$ cat config.mk
export PLATFORM = sky130hd
export DESIGN_NAME = segment_lcd_serial_writer_flat
export DESIGN_NICKNAME = d
export VERILOG_FILES = /design/src/sv/slcd_pkg.sv /design/src/sv/slcd_if.sv /design/src/sv/segment_lcd_serial_writer.sv /design/src/flat_wrapper.sv
export SDC_FILE = /design/constraint.sdc
export NUM_CORES = 1
export LEC_CHECK = 0
export BUFFER_PORTS_ARGS = -buffer_cell sky130_fd_sc_hd__buf_2
export CAP_MARGIN = 10
export CORE_MARGIN = 2
export CORE_UTILIZATION = 66
export DETAILED_ROUTE_END_ITERATION = 7
export GPL_TIMING_DRIVEN = 0
export PLACE_DENSITY = 0.87
export SYNTH_ARGS = -nofsm -noshare
export SYNTH_HDL_FRONTEND = slang
export SYNTH_SLANG_ARGS = --single-unit
$ cat constraint.sdc
create_clock -name clock -period 12.8 [get_ports clock]
set_input_delay 0 -clock clock [delete_from_list [all_inputs] [get_ports clock]]
set_output_delay 0 -clock clock [all_outputs]
set_load 0.02 [all_outputs]
$ cat src/sv/slcd_pkg.sv
// Shared types, codes and tables for the segment LCD serial writer.
// Depends on nothing; every other file of the block refers to it by scoped names.
`timescale 1ns / 1ps

package slcd_pkg;

   // Number of zero nibbles sent by a clear frame.
   localparam int CLEAR_NIBBLES = 32;

   // Frame lengths in bits.
   localparam int CMD_BITS    = 12;
   localparam int DIGIT_BITS  = 73;
   localparam int CLEAR_BITS  = 9 + 4 * CLEAR_NIBBLES;
   localparam int MAX_BITS    = (CLEAR_BITS > DIGIT_BITS) ? CLEAR_BITS : DIGIT_BITS;
   localparam int POS_W       = $clog2(MAX_BITS + 1);

   // Field widths.
   localparam int TICK_W      = 10;
   localparam int CSR_IDX_W   = 1;
   localparam int CMD_W       = 3;
   localparam int DIGIT_W     = 4;
   localparam int BYTE_W      = 8;

   // Configuration register indexes.
   localparam logic [CSR_IDX_W-1:0] CSR_WR_LOW  = 1'b0;
   localparam logic [CSR_IDX_W-1:0] CSR_WR_HIGH = 1'b1;

   // Reset values of the strobe timing registers.
   localparam logic [TICK_W-1:0] WR_LOW_RESET  = TICK_W'(20);
   localparam logic [TICK_W-1:0] WR_HIGH_RESET = TICK_W'(1);

   // Request codes.
   localparam logic [CMD_W-1:0] CMD_NONE      = 3'd0;
   localparam logic [CMD_W-1:0] CMD_DIGITS    = 3'd1;
   localparam logic [CMD_W-1:0] CMD_POINT     = 3'd2;
   localparam logic [CMD_W-1:0] CMD_SEND      = 3'd3;
   localparam logic [CMD_W-1:0] CMD_CLEAR     = 3'd4;
   localparam logic [CMD_W-1:0] CMD_BACKLIGHT = 3'd5;

   // Kind of frame in flight; idle when none.
   typedef enum logic [1:0] {
      KIND_IDLE   = 2'd0,
      KIND_CMD    = 2'd1,
      KIND_CLEAR  = 2'd2,
      KIND_DIGITS = 2'd3
   } frame_kind_type;

   typedef logic [POS_W-1:0] bit_pos_type;

   // Segment bytes shown at reset.
   localparam logic [3:0][BYTE_W-1:0] SEGMENTS_RESET = {8'h0e, 8'h7f, 8'h78, 8'h5e};

   // Number of bits of each frame kind; zero when idle.
   function automatic bit_pos_type frame_len(input frame_kind_type kind);
      bit_pos_type len;
      case (kind)
         KIND_CMD:    len = POS_W'(CMD_BITS);
         KIND_CLEAR:  len = POS_W'(CLEAR_BITS);
         KIND_DIGITS: len = POS_W'(DIGIT_BITS);
         default:     len = '0;
      endcase
      return len;
   endfunction

   // Segment byte for a digit code; codes twelve and up are blank.
   function automatic logic [BYTE_W-1:0] seg_code(input logic [DIGIT_W-1:0] code);
      logic [BYTE_W-1:0] seg;
      case (code)
         4'd0:    seg = 8'h5f;
         4'd1:    seg = 8'h06;
         4'd2:    seg = 8'h3d;
         4'd3:    seg = 8'h2f;
         4'd4:    seg = 8'h66;
         4'd5:    seg = 8'h6b;
         4'd6:    seg = 8'h7b;
         4'd7:    seg = 8'h0e;
         4'd8:    seg = 8'h7f;
         4'd9:    seg = 8'h6f;
         4'd10:   seg = 8'h5e;
         4'd11:   seg = 8'h78;
         default: seg = 8'h00;
      endcase
      return seg;
   endfunction

endpackage

$ cat src/sv/slcd_if.sv
// Handshake channel interfaces of the segment LCD serial writer: request, response, CSR.
// Depends on slcd_pkg for field widths.
`timescale 1ns / 1ps

// Request channel: one tick of the pin sequencer per transaction.
interface slcd_req_if;
   logic                           valid;
   logic                           ready;
   logic [slcd_pkg::CMD_W-1:0]     cmd;
   logic [slcd_pkg::DIGIT_W-1:0]   digit_a;
   logic [slcd_pkg::DIGIT_W-1:0]   digit_b;
   logic [slcd_pkg::DIGIT_W-1:0]   digit_c;
   logic [slcd_pkg::DIGIT_W-1:0]   digit_d;
   logic [slcd_pkg::BYTE_W-1:0]    command_byte;
   logic                           point_on;
   logic                           backlight_on;

   modport source (output valid, cmd, digit_a, digit_b, digit_c, digit_d, command_byte,
                   point_on, backlight_on, input ready);
   modport sink   (input valid, cmd, digit_a, digit_b, digit_c, digit_d, command_byte,
                   point_on, backlight_on, output ready);
endinterface

// Response channel: pin levels and status after each tick.
interface slcd_rsp_if;
   logic valid;
   logic ready;
   logic select_level;
   logic strobe_level;
   logic data_level;
   logic backlight_level;
   logic busy_res;
   logic rejected;

   modport source (output valid, select_level, strobe_level, data_level, backlight_level,
                   busy_res, rejected, input ready);
   modport sink   (input valid, select_level, strobe_level, data_level, backlight_level,
                   busy_res, rejected, output ready);
endinterface

// CSR write channel.
interface slcd_csr_if;
   logic                             valid;
   logic                             ready;
   logic [slcd_pkg::CSR_IDX_W-1:0]   index;
   logic [slcd_pkg::TICK_W-1:0]      data;

   modport source (output valid, index, data, input ready);
   modport sink   (input valid, index, data, output ready);
endinterface

$ cat src/sv/segment_lcd_serial_writer.sv
// Top level of the segment LCD serial writer: pin sequencer and response register.
// Depends on slcd_pkg and the channel interfaces in slcd_if.sv.
//
//   channel   direction  interface     carries
//   req_chan  in         slcd_req_if   request code, digits, command byte, levels
//   rsp_chan  out        slcd_rsp_if   chip select, strobe, data, backlight, status
//   csr_chan  in         slcd_csr_if   strobe low and high tick counts
//
// One request transaction is taken per cycle; its response is ready in the next
// cycle from the response register, so the sustained rate is one per cycle.
// The request side stalls only while a response waits and the response side is stalled.
// CSR writes are taken in every cycle.
// Reset is synchronous and restores the reset digits, timing and an idle sequencer; pin levels are not reset.
`timescale 1ns / 1ps

module segment_lcd_serial_writer (
   input  logic       clock,
   input  logic       reset,
   slcd_req_if.sink   req_chan,
   slcd_rsp_if.source rsp_chan,
   slcd_csr_if.sink   csr_chan
);

   // Timing registers.
   logic [slcd_pkg::TICK_W-1:0] wr_low_ff, wr_low_in;
   logic [slcd_pkg::TICK_W-1:0] wr_high_ff, wr_high_in;

   // Frame state.
   logic [3:0][slcd_pkg::BYTE_W-1:0] segments_ff, segments_in;
   logic                             point_ff, point_in;
   slcd_pkg::frame_kind_type         kind_ff, kind_in;
   slcd_pkg::bit_pos_type            pos_ff, pos_in;
   logic [slcd_pkg::TICK_W-1:0]      phase_cnt_ff, phase_cnt_in;
   logic                             strobe_low_ff, strobe_low_in;
   logic [slcd_pkg::BYTE_W-1:0]      held_cmd_ff, held_cmd_in;
   logic                             backlight_ff, backlight_in;

   // Response register.
   logic rsp_valid_ff, rsp_valid_in;
   logic select_ff, select_in;
   logic strobe_ff, strobe_in;
   logic data_ff, data_in;
   logic rsp_backlight_ff, rsp_backlight_in;
   logic busy_ff, busy_in;
   logic rejected_ff, rejected_in;

   logic req_fire;
   logic busy_now;
   logic is_request;
   logic [slcd_pkg::TICK_W-1:0] phase_inc;
   slcd_pkg::bit_pos_type       pos_inc;
   slcd_pkg::bit_pos_type       byte_off;
   logic [2:0]                  byte_idx;
   logic [slcd_pkg::BYTE_W-1:0] cur_byte;
   logic [slcd_pkg::BYTE_W-1:0] seg_c;
   logic                        data_bit;

   // Handshakes: the request side moves whenever the response register can be refilled.
   assign req_chan.ready = !rsp_valid_ff || rsp_chan.ready;
   assign csr_chan.ready = 1'b1;
   assign req_fire       = req_chan.valid && req_chan.ready;

   // Configuration writes; indexes past the list are ignored.
   always_comb begin
      wr_low_in  = wr_low_ff;
      wr_high_in = wr_high_ff;
      if (csr_chan.valid) begin
         case (csr_chan.index)
            slcd_pkg::CSR_WR_LOW:  wr_low_in  = csr_chan.data;
            slcd_pkg::CSR_WR_HIGH: wr_high_in = csr_chan.data;
            default: ;
         endcase
      end
   end

   // Next frame state for one tick.
   assign busy_now   = (kind_ff != slcd_pkg::KIND_IDLE);
   assign is_request = (req_chan.cmd >= slcd_pkg::CMD_DIGITS) &&
                       (req_chan.cmd <= slcd_pkg::CMD_BACKLIGHT);
   assign phase_inc  = phase_cnt_ff + 1'b1;
   assign pos_inc    = pos_ff + 1'b1;

   // Segment byte of the third digit; its top bit is replaced by the point.
   assign seg_c      = slcd_pkg::seg_code(req_chan.digit_c);

   always_comb begin
      segments_in   = segments_ff;
      point_in      = point_ff;
      kind_in       = kind_ff;
      pos_in        = pos_ff;
      phase_cnt_in  = phase_cnt_ff;
      strobe_low_in = strobe_low_ff;
      held_cmd_in   = held_cmd_ff;
      backlight_in  = backlight_ff;
      rejected_in   = 1'b0;
      if (busy_now) begin
         rejected_in  = is_request;
         phase_cnt_in = phase_inc;
         if (strobe_low_ff) begin
            // End of the low phase moves to the high phase of the same bit.
            if (phase_inc >= wr_low_ff) begin
               strobe_low_in = 1'b0;
               phase_cnt_in  = '0;
            end
         end else if (phase_inc >= wr_high_ff) begin
            // End of the high phase moves to the next bit or ends the frame.
            phase_cnt_in = '0;
            if (pos_inc >= slcd_pkg::frame_len(kind_ff)) begin
               kind_in       = slcd_pkg::KIND_IDLE;
               pos_in        = '0;
               strobe_low_in = 1'b0;
            end else begin
               pos_in        = pos_inc;
               strobe_low_in = 1'b1;
            end
         end
      end else begin
         case (req_chan.cmd)
            slcd_pkg::CMD_DIGITS: begin
               segments_in[0] = slcd_pkg::seg_code(req_chan.digit_a);
               segments_in[1] = slcd_pkg::seg_code(req_chan.digit_b);
               segments_in[2] = {point_ff, seg_c[6:0]};
               segments_in[3] = slcd_pkg::seg_code(req_chan.digit_d);
               kind_in        = slcd_pkg::KIND_DIGITS;
            end
            slcd_pkg::CMD_POINT: begin
               point_in          = req_chan.point_on;
               segments_in[2][7] = req_chan.point_on;
               kind_in           = slcd_pkg::KIND_DIGITS;
            end
            slcd_pkg::CMD_SEND: begin
               held_cmd_in = req_chan.command_byte;
               kind_in     = slcd_pkg::KIND_CMD;
            end
            slcd_pkg::CMD_CLEAR: begin
               kind_in = slcd_pkg::KIND_CLEAR;
            end
            slcd_pkg::CMD_BACKLIGHT: begin
               backlight_in = req_chan.backlight_on;
            end
            default: ;
         endcase
         // Every frame starts on its first bit with the strobe low.
         if (kind_in != slcd_pkg::KIND_IDLE) begin
            pos_in        = '0;
            phase_cnt_in  = '0;
            strobe_low_in = 1'b1;
         end
      end
   end

   // Byte of the digit frame that holds the current bit.
   assign byte_off = pos_in - slcd_pkg::POS_W'(9);
   assign byte_idx = byte_off[5:3];

   always_comb begin
      case (byte_idx)
         3'd0, 3'd1, 3'd2: cur_byte = 8'hff;
         3'd3:             cur_byte = segments_in[0];
         3'd4:             cur_byte = segments_in[1];
         3'd5:             cur_byte = segments_in[2];
         3'd6:             cur_byte = segments_in[3];
         default:          cur_byte = 8'h00;
      endcase
   end

   // Serial data bit at the new position: header, then address or payload.
   always_comb begin
      data_bit = 1'b0;
      if (kind_in != slcd_pkg::KIND_IDLE) begin
         if (pos_in == slcd_pkg::POS_W'(0)) begin
            data_bit = 1'b1;
         end else if (pos_in == slcd_pkg::POS_W'(1)) begin
            data_bit = 1'b0;
         end else if (pos_in == slcd_pkg::POS_W'(2)) begin
            data_bit = (kind_in != slcd_pkg::KIND_CMD);
         end else begin
            case (kind_in)
               slcd_pkg::KIND_CMD: begin
                  if (pos_in <= slcd_pkg::POS_W'(10)) begin
                     data_bit = held_cmd_in[3'(slcd_pkg::POS_W'(10) - pos_in)];
                  end
               end
               slcd_pkg::KIND_DIGITS: begin
                  // Address 000011, then the eight payload bytes.
                  if (pos_in <= slcd_pkg::POS_W'(8)) begin
                     data_bit = (pos_in >= slcd_pkg::POS_W'(7));
                  end else if (pos_in < slcd_pkg::POS_W'(slcd_pkg::DIGIT_BITS)) begin
                     data_bit = cur_byte[~byte_off[2:0]];
                  end
               end
               default: data_bit = 1'b0;
            endcase
         end
      end
   end

   // Response values for the tick being taken.
   always_comb begin
      rsp_valid_in     = rsp_valid_ff;
      select_in        = select_ff;
      strobe_in        = strobe_ff;
      data_in          = data_ff;
      rsp_backlight_in = rsp_backlight_ff;
      busy_in          = busy_ff;
      if (rsp_chan.ready) begin
         rsp_valid_in = 1'b0;
      end
      if (req_fire) begin
         rsp_valid_in     = 1'b1;
         select_in        = (kind_in == slcd_pkg::KIND_IDLE);
         strobe_in        = !((kind_in != slcd_pkg::KIND_IDLE) && strobe_low_in);
         data_in          = data_bit;
         rsp_backlight_in = backlight_in;
         busy_in          = (kind_in != slcd_pkg::KIND_IDLE);
      end
   end

   // Register update.
   always_ff @(posedge clock) begin
      if (reset) begin
         wr_low_ff     <= slcd_pkg::WR_LOW_RESET;
         wr_high_ff    <= slcd_pkg::WR_HIGH_RESET;
         segments_ff   <= slcd_pkg::SEGMENTS_RESET;
         point_ff      <= 1'b1;
         kind_ff       <= slcd_pkg::KIND_IDLE;
         pos_ff        <= '0;
         phase_cnt_ff  <= '0;
         strobe_low_ff <= 1'b0;
         held_cmd_ff   <= '0;
         backlight_ff  <= 1'b0;
         rsp_valid_ff  <= 1'b0;
      end else begin
         wr_low_ff    <= wr_low_in;
         wr_high_ff   <= wr_high_in;
         rsp_valid_ff <= rsp_valid_in;
         if (req_fire) begin
            segments_ff   <= segments_in;
            point_ff      <= point_in;
            kind_ff       <= kind_in;
            pos_ff        <= pos_in;
            phase_cnt_ff  <= phase_cnt_in;
            strobe_low_ff <= strobe_low_in;
            held_cmd_ff   <= held_cmd_in;
            backlight_ff  <= backlight_in;
         end
      end
   end

   // Response payload needs no reset.
   always_ff @(posedge clock) begin
      select_ff        <= select_in;
      strobe_ff        <= strobe_in;
      data_ff          <= data_in;
      rsp_backlight_ff <= rsp_backlight_in;
      busy_ff          <= busy_in;
      if (req_fire) begin
         rejected_ff <= rejected_in;
      end
   end

   assign rsp_chan.valid           = rsp_valid_ff;
   assign rsp_chan.select_level    = select_ff;
   assign rsp_chan.strobe_level    = strobe_ff;
   assign rsp_chan.data_level      = data_ff;
   assign rsp_chan.backlight_level = rsp_backlight_ff;
   assign rsp_chan.busy_res        = busy_ff;
   assign rsp_chan.rejected        = rejected_ff;

`ifndef ASSERT_OFF
   // An idle sequencer sits at the first bit with the strobe high.
   a_idle_rest: assert property (@(posedge clock) disable iff (reset)
      (kind_ff == slcd_pkg::KIND_IDLE) |-> (pos_ff == '0) && !strobe_low_ff)
      else $error("idle sequencer not at rest");

   // The bit position stays inside the frame being sent.
   a_pos_bound: assert property (@(posedge clock) disable iff (reset)
      (kind_ff != slcd_pkg::KIND_IDLE) |-> (pos_ff < slcd_pkg::frame_len(kind_ff)))
      else $error("bit position past end of frame");

   // A frame request taken while idle starts a frame in its low phase.
   a_frame_start: assert property (@(posedge clock) disable iff (reset)
      (req_fire && (kind_ff == slcd_pkg::KIND_IDLE) &&
       (req_chan.cmd == slcd_pkg::CMD_DIGITS || req_chan.cmd == slcd_pkg::CMD_POINT ||
        req_chan.cmd == slcd_pkg::CMD_SEND || req_chan.cmd == slcd_pkg::CMD_CLEAR))
      |=> (kind_ff != slcd_pkg::KIND_IDLE) && strobe_low_ff && rsp_chan.busy_res)
      else $error("frame did not start");

   // An idle response shows chip select and strobe high and the data pin low.
   a_idle_pins: assert property (@(posedge clock) disable iff (reset)
      (rsp_chan.valid && !rsp_chan.busy_res) |->
      rsp_chan.select_level && rsp_chan.strobe_level && !rsp_chan.data_level)
      else $error("pins active while idle");
`endif

endmodule

$ cat src/flat_wrapper.sv
// flat-port wrapper written by rule: the top's interface ports become plain ports
module segment_lcd_serial_writer_flat 
  (clock, reset, req_chan_valid, req_chan_cmd, req_chan_digit_a, req_chan_digit_b, req_chan_digit_c, req_chan_digit_d, req_chan_command_byte, req_chan_point_on, req_chan_backlight_on, req_chan_ready, rsp_chan_valid, rsp_chan_select_level, rsp_chan_strobe_level, rsp_chan_data_level, rsp_chan_backlight_level, rsp_chan_busy_res, rsp_chan_rejected, rsp_chan_ready, csr_chan_valid, csr_chan_index, csr_chan_data, csr_chan_ready);
  slcd_req_if req_chan_i ();
  slcd_rsp_if rsp_chan_i ();
  slcd_csr_if csr_chan_i ();
  input  logic clock;
  input  logic reset;
  input wire logic [$bits(req_chan_i.valid)-1:0] req_chan_valid;
  input wire logic [$bits(req_chan_i.cmd)-1:0] req_chan_cmd;
  input wire logic [$bits(req_chan_i.digit_a)-1:0] req_chan_digit_a;
  input wire logic [$bits(req_chan_i.digit_b)-1:0] req_chan_digit_b;
  input wire logic [$bits(req_chan_i.digit_c)-1:0] req_chan_digit_c;
  input wire logic [$bits(req_chan_i.digit_d)-1:0] req_chan_digit_d;
  input wire logic [$bits(req_chan_i.command_byte)-1:0] req_chan_command_byte;
  input wire logic [$bits(req_chan_i.point_on)-1:0] req_chan_point_on;
  input wire logic [$bits(req_chan_i.backlight_on)-1:0] req_chan_backlight_on;
  output wire logic [$bits(req_chan_i.ready)-1:0] req_chan_ready;
  output wire logic [$bits(rsp_chan_i.valid)-1:0] rsp_chan_valid;
  output wire logic [$bits(rsp_chan_i.select_level)-1:0] rsp_chan_select_level;
  output wire logic [$bits(rsp_chan_i.strobe_level)-1:0] rsp_chan_strobe_level;
  output wire logic [$bits(rsp_chan_i.data_level)-1:0] rsp_chan_data_level;
  output wire logic [$bits(rsp_chan_i.backlight_level)-1:0] rsp_chan_backlight_level;
  output wire logic [$bits(rsp_chan_i.busy_res)-1:0] rsp_chan_busy_res;
  output wire logic [$bits(rsp_chan_i.rejected)-1:0] rsp_chan_rejected;
  input wire logic [$bits(rsp_chan_i.ready)-1:0] rsp_chan_ready;
  input wire logic [$bits(csr_chan_i.valid)-1:0] csr_chan_valid;
  input wire logic [$bits(csr_chan_i.index)-1:0] csr_chan_index;
  input wire logic [$bits(csr_chan_i.data)-1:0] csr_chan_data;
  output wire logic [$bits(csr_chan_i.ready)-1:0] csr_chan_ready;
  assign req_chan_i.valid = req_chan_valid;
  assign req_chan_i.cmd = req_chan_cmd;
  assign req_chan_i.digit_a = req_chan_digit_a;
  assign req_chan_i.digit_b = req_chan_digit_b;
  assign req_chan_i.digit_c = req_chan_digit_c;
  assign req_chan_i.digit_d = req_chan_digit_d;
  assign req_chan_i.command_byte = req_chan_command_byte;
  assign req_chan_i.point_on = req_chan_point_on;
  assign req_chan_i.backlight_on = req_chan_backlight_on;
  assign req_chan_ready = req_chan_i.ready;
  assign rsp_chan_valid = rsp_chan_i.valid;
  assign rsp_chan_select_level = rsp_chan_i.select_level;
  assign rsp_chan_strobe_level = rsp_chan_i.strobe_level;
  assign rsp_chan_data_level = rsp_chan_i.data_level;
  assign rsp_chan_backlight_level = rsp_chan_i.backlight_level;
  assign rsp_chan_busy_res = rsp_chan_i.busy_res;
  assign rsp_chan_rejected = rsp_chan_i.rejected;
  assign rsp_chan_i.ready = rsp_chan_ready;
  assign csr_chan_i.valid = csr_chan_valid;
  assign csr_chan_i.index = csr_chan_index;
  assign csr_chan_i.data = csr_chan_data;
  assign csr_chan_ready = csr_chan_i.ready;
  segment_lcd_serial_writer u_core (.clock(clock), .reset(reset), .req_chan(req_chan_i), .rsp_chan(rsp_chan_i), .csr_chan(csr_chan_i));
endmodule
==> impl_metrics.toml, run 1 <==
[outcome]
status = "complete, no violations"

[yosys]
yosys.area.top_type_share_pct = 26.3
synth_area_leaders = "dfxtp_1 26%, ha_1 10%, nand2_1 7.4%"
yosysMostFrequentCell = "nand2_1"
yosysSeqAreaShare_pct = 29.1
syn_nets = 919
synth.distinct_cells = 80
yosys-top-cells-count = "126 x nand2_1, 86 x nor2_1, 84 x dfxtp_1"
ys.flop_type = "dfxtp_1"
synthArstFlopShare_pct = 0
synth-seq-cells = 90
syn_avg_cell_area_um2 = 7.79
yosys_warnings = 0
synth_edf_count = 6
synth.cell_area_um2 = 6400
synth_cells = 822
yosysTopAreaCell = "dfxtp_1"

[timing]
fmax_ghz = 0.180
finClkSkew_ps = 24.2
max_slew_margin_pct = 44.4
finalCritPeriodShare_pct = 43.5
fin_tns_setup_ps = 0
worst_pin_slew_ps = 834
drv_slew = 0
setup_violations = 0
hold_violations = 0
fin_crit_ps = 5570
rsz0062_at_grt = "no"

[worst_setup_path]
critical_path.max_stage_delay_ps = 460
crit_path_end_kind = "register"
arrival_ps = 5670
cp_max_fo = 8
crit_buf_inv = 1
crit_slowest_cell = "a222oi_1"
cp_cell_sequence = "nand3_1, nor2_1, and3_1, nand3_1, xnor2_1, ha_1, nand2_1, o21ai_1, a22oi_4, and3_1, nor2_1, ha_1, inv_1, a31o_1, a31oi_4, nor4bb_1, a211o_1, a222oi_1, o221ai_1, nand3_1, a31oi_1"
required_ps = 12900
crit_top_cell = "nand3_1"
path_class = "reg -> reg"
start_kind = "register"
critPathTopFamily = "compound AO/OA/AOI/OAI gates"

[layout]
syn2layout_area_growth_pct = 13.3
multi_input_area_um2 = 4140
drive_gt1_share_pct = 12.1
nNetsFinal = 1003
regArea_um2 = 1860
final_cells = 1040
insertedDiodeCount = 0
finalInstanceArea_um2 = 7260
filler_cell_count = 694
final_util_pct = 77.8

[placement]
dpl.cell_count = 1001
dpl.hpwl_mm = 12.7
dpl_cell_area_um2 = 6820
globalplace.congestion = 0.939
io_buffers = 50

[detailed_routing]
viasPerCell = 6.22
vias = 6471
dr.pass1.iters = 5
routed_wl_mm = 17.6
drcViolationCount = 0
wl_per_cell_um = 16.9
ant_nets = 0
drt-initial-drc-count = 555

[floorplanning]
num_io_pins = 54
core_area_um2 = 9330
row_count = 35
die_h_um = 103
dieWidth_um = 103
design.die.area_um2 = 10500
start_util_pct = 68.7

[global_route]
antenna_found_initial = 0
grt_use_total_pct = 34.6
grt_overflow_total = 0
grt_pass1_wl_mm = 28.9
grt_max_degree = 19
grt_pass1_vias = 6175

[clocking]
clockBufferDepth = 2
cts.reportedPaths.clkPinSlew_ps = 120
numCtsBuffers = 9
postCtsHoldBufs = 22
cts_num_sinks = 90
insertion_delay_ps = 380
htreeDepth = 3
clockRootBuffer = "clkbuf_8"
cts_tree = "built"
post-cts-setup-buffer-count = 0
ctsResizeCount = 0

[power_and_ir_drop]
vdd_drop_max_v = 0.0000566
p_per_area_nw_per_um2 = 93.2
p_leak_nw = 3.07

[min_path]
min_path_type = "in -> reg"

[job]
cap_violations = 0
## cell families after synthesis
family / after synthesis / synth area share (%)
AO/OA/AOI/OAI: 243 / 26.7
XOR/XNOR: 18 / 2.99
adder cells (fa/ha/maj): 52 / 10.2
buffers and inverters: 96 / 6.29
flip-flops: 90 / 29.1
multiplexers: 21 / 3.42
other: 1 / 0.0586
AND/OR/NAND/NOR: 301 / 21.4
## routing by layer
layer	vias to the layer above	wire [µm]	GRT usage, %
li1	3080	-	-
met3	47	1330	4.27
met2	298	8590	60.8
met5	-	0	0
met1	3046	7180	43.4
met4	0	501	12.9
## final cells by class
class | count | area share [%]
buffer | 44 | 2.69
clock buffer | 9 | 1.71
clock inverter | 7 | 1.28
inverter | 52 | 2.86
multi-input combinational | 636 | 57.0
sequential | 90 | 25.7
tap | 129 | 2.22
timing repair buffer | 73 | 6.55
## layout by cell type (no fill, tap or decap), types with 14 or more instances in the layout
| cell | n |
|---|---|
| dfxtp_1 | 84 |
| buf_2 | 56 |
| nor2_1 | 86 |
| inv_1 | 51 |
| nand2_1 | 126 |
| a211oi_1 | 16 |
| a21oi_1 | 66 |
| dlygate4sd3_1 | 22 |
| ha_1 | 52 |
| nand3_1 | 15 |
| o21ai_0 | 39 |
| a211o_1 | 22 |
| mux2i_1 | 14 |
| clkbuf_1 | 31 |
## path summary, 6_finish.rpt
check                           depth (start not counted)                         end                    from  slack (ps)
worst max register to register                         21  u_core.rsp_chan.data_level  u_core.phase_cnt_ff[2]        7230
worst min register to register                          2         u_core.wr_low_ff[8]     u_core.wr_low_ff[8]         460
worst max-delay path                                   21  u_core.rsp_chan.data_level  u_core.phase_cnt_ff[2]        7230
worst min-delay path                                    2    u_core.rsp_chan.rejected         req_chan_cmd[2]          40
## registers in the layout, summed over array words and instances, names as in the netlist, 2 cells and up
register	cells
u_core.wr_low_ff	10
u_core.wr_high_ff	10
u_core.kind_ff	2
u_core.phase_cnt_ff	10
u_core.segments_ff	32
u_core.held_cmd_ff	8
u_core.pos_ff	8
## per-stage QoR
| step | setup WS (ps) | hold WS [ps] | total power, mW |
|---|---|---|---|
| 3_3_place_gp | 7590 | 218 | 0.449 |
| 5_1_grt | 6840 | 49.2 | 0.701 |
| 6_report | 7230 | 40.5 | 0.677 |
| 4_1_cts | 7370 | 1.15 | 0.671 |
| 2_1_floorplan | 8250 | 118 | 0.412 |
| 3_5_place_dp | 7520 | 227 | 0.455 |
## worst reg2reg max path, cell delays in order, from the launching register on
cell      delay, ps
dfxtp_1         450
nand3_1         130
nor2_1          180
and3_1          230
nand3_1         100
xnor2_1         190
ha_1            370
nand2_1          90
o21ai_1         400
a22oi_4         160
and3_1          300
nor2_1          410
ha_1            280
inv_1           100
a31o_1          220
a31oi_4         300
nor4bb_1        110
a211o_1         430
a222oi_1        460
o221ai_1        190
nand3_1         100
a31oi_1         110
## power by group
| group | switching, mW | internal, mW | total, mW |
|---|---|---|---|
| registers | 0.00568 | 0.294 | 0.300 |
| logic | 0.101 | 0.0590 | 0.160 |
| clock network | 0.121 | 0.0959 | 0.217 |
Power figures use the tool's default switching activity.
==> run 2: changes to the inputs <==
CORE_UTILIZATION = 61   (was 66)
PLACE_DENSITY = 0.81   (was 0.87)
clock period = 5.6 ns   (was 12.8 ns; I/O delays follow)
==> run 2 against run 1 <==
  * Maximum frequency rose by 4.2%
  * Total power rose by 120%
  * Final area barely moved
  * Die area rose by 7.9%
  * Critical path depth did not move
  * Non-clock buffer count did not move
  * Clock power rose by 100%
  * Routed wire length fell by 3.2%
  * Flip-flop and latch count did not move
  * Clock-buffer cell count did not move
==> impl_metrics.toml, run 2 (synthesis results as in run 1) <==
[detailed_routing]
vias = 6354
drcViolationCount = 0
ant_nets = 0
routed_wl_mm = 17.0
dr.pass1.iters = 8
drt-initial-drc-count = 571
wl_per_cell_um = 16.3
viasPerCell = 6.07

[global_route]
antenna_found_initial = 0
grt_use_total_pct = 30.4
grt_max_degree = 18
grt_pass1_vias = 5845
grt_overflow_total = 0
grt_pass1_wl_mm = 27.7

[floorplanning]
die_h_um = 106
dieWidth_um = 106
row_count = 37
design.die.area_um2 = 11300
core_area_um2 = 10300
num_io_pins = 54
start_util_pct = 62.3

[placement]
globalplace.congestion = 0.924
dpl_cell_area_um2 = 6820
io_buffers = 50
dpl.hpwl_mm = 12.7
dpl.cell_count = 1008
dp_slack_ps = 232

[power_and_ir_drop]
p_int_uw = 978
sequentialPowerShare_pct = 46.1
p_comb_share_pct = 24.4
vdd_drop_max_v = 0.000153
p_per_area_nw_per_um2 = 205
p_switching_uw = 508
power_frac_clock_pct = 29.5
sw_frac_of_total_pct = 34.2
p_leak_nw = 3.06

[clocking]
post-cts-setup-buffer-count = 0
insertion_delay_ps = 370
cts_tree = "built"
clockRootBuffer = "clkbuf_8"
clockBufferDepth = 2
cts.reportedPaths.clkPinSlew_ps = 100
numCtsBuffers = 9
cts_num_sinks = 90
htreeDepth = 3

[worst_setup_path]
start_kind = "register"
required_ps = 5720
arrival_ps = 5460
cp_max_fo = 8
crit_path_end_kind = "register"
path_class = "reg -> reg"

[layout]
final_common_cell = "nand2_1"
nNetsFinal = 1003
final_cell_mix = "126 x nand2_1, 85 x nor2_1, 84 x dfxtp_1"
largest-register = "u_core.segments_ff"
largest_register_ffs = 32
final_cells = 1047
final_util_pct = 70.6
finalInstanceArea_um2 = 7260
syn2layout_area_growth_pct = 13.3
drive_gt1_share_pct = 12.4
insertedDiodeCount = 0
filler_cell_count = 846

[outcome]
status = "complete, no violations"

[timing]
setup_ws_ps = 257
fin_crit_ps = 5340
finalCritPeriodShare_pct = 95.4
drv_slew = 0
worst_pin_slew_ps = 1210
finClkSkew_ps = 9.14
setup_violations = 0
fmax_ghz = 0.187
hold_ws_ps = 31.9
max_slew_margin_pct = 18.3
hold_violations = 0

[min_path]
min_path_type = "in -> reg"

[job]
cap_violations = 0
[run 2: cell count changes in the layout (fill, tap and decap cells not counted), sizes merged]
cell	before	now
dlygate4sd3	22	23
clkinvlp	0	1
clkinv	2	1
bufinv	1	0
inv	56	57
clkbuf	42	41
[run 2: power by group through the flow]
stage | registers [mW] | clock network [mW] | logic, mW
floorplan | 0.704 | 0 | 0.237
global placement | 0.699 | 0 | 0.329
detailed placement | 0.700 | 0 | 0.340
CTS | 0.685 | 0.441 | 0.354
global route | 0.687 | 0.466 | 0.396
finish | 0.685 | 0.438 | 0.362
[run 2: worst paths after layout]
path	from	to	slack, ps	cells after the start
setup / recovery	u_core.phase_cnt_ff[0]	u_core.rsp_chan.data_level	260	21
hold / removal	req_chan_cmd[2]	u_core.rsp_chan.rejected	30	2
setup reg to reg	u_core.phase_cnt_ff[0]	u_core.rsp_chan.data_level	260	21
hold reg to reg	u_core.wr_low_ff[7]	u_core.wr_low_ff[7]	460	2
[run 2: cell type report]
class / instances / area (µm²) / area share, %
Clock inverter: 7 / 58.8 / 0.810
Buffer: 44 / 195 / 2.69
Sequential cell: 90 / 1860 / 25.7
Multi-Input combinational cell: 636 / 4160 / 57.3
Clock buffer: 9 / 124 / 1.71
Inverter: 52 / 208 / 2.86
Tap cell: 136 / 170 / 2.35
Timing Repair Buffer: 73 / 480 / 6.62
[run 2: timing repair]
action,CTS,global route
gates resized for setup,0,4
hold buffers,23,0
endpoints found under the setup margin,0,1
endpoints found under the hold margin,31,0
[run 2: through the flow]
| stage | setup TNS [ps] | total power, mW |
|---|---|---|
| floorplan | 0 | 0.941 |
| global placement | 0 | 1.03 |
| detailed placement | 0 | 1.04 |
| CTS | 0 | 1.48 |
| global route | -0.648 | 1.55 |
| finish | 0 | 1.49 |
[run 2: per-layer routing]
metal	share of wire, %	GRT usage [%]
met2	48	52.4
met4	1.6	8.16
met1	43	39.3
met3	7.3	5.46
met5	0	0
[run 2: worst max-delay path, cell delays in order (launching register included)]
cell	delay, ps
dfxtp_1	490
nand2_1	90
nor2_1	190
and3_1	240
nand3_1	110
xnor2_1	190
ha_1	350
nand4_1	180
nor3_4	220
a22oi_4	150
and3_1	300
nor2_2	330
ha_1	260
inv_1	100
a31o_1	220
a31oi_4	310
nor4bb_1	100
a211o_1	410
o211a_1	190
o311a_1	330
a32oi_1	210
a31oi_1	130
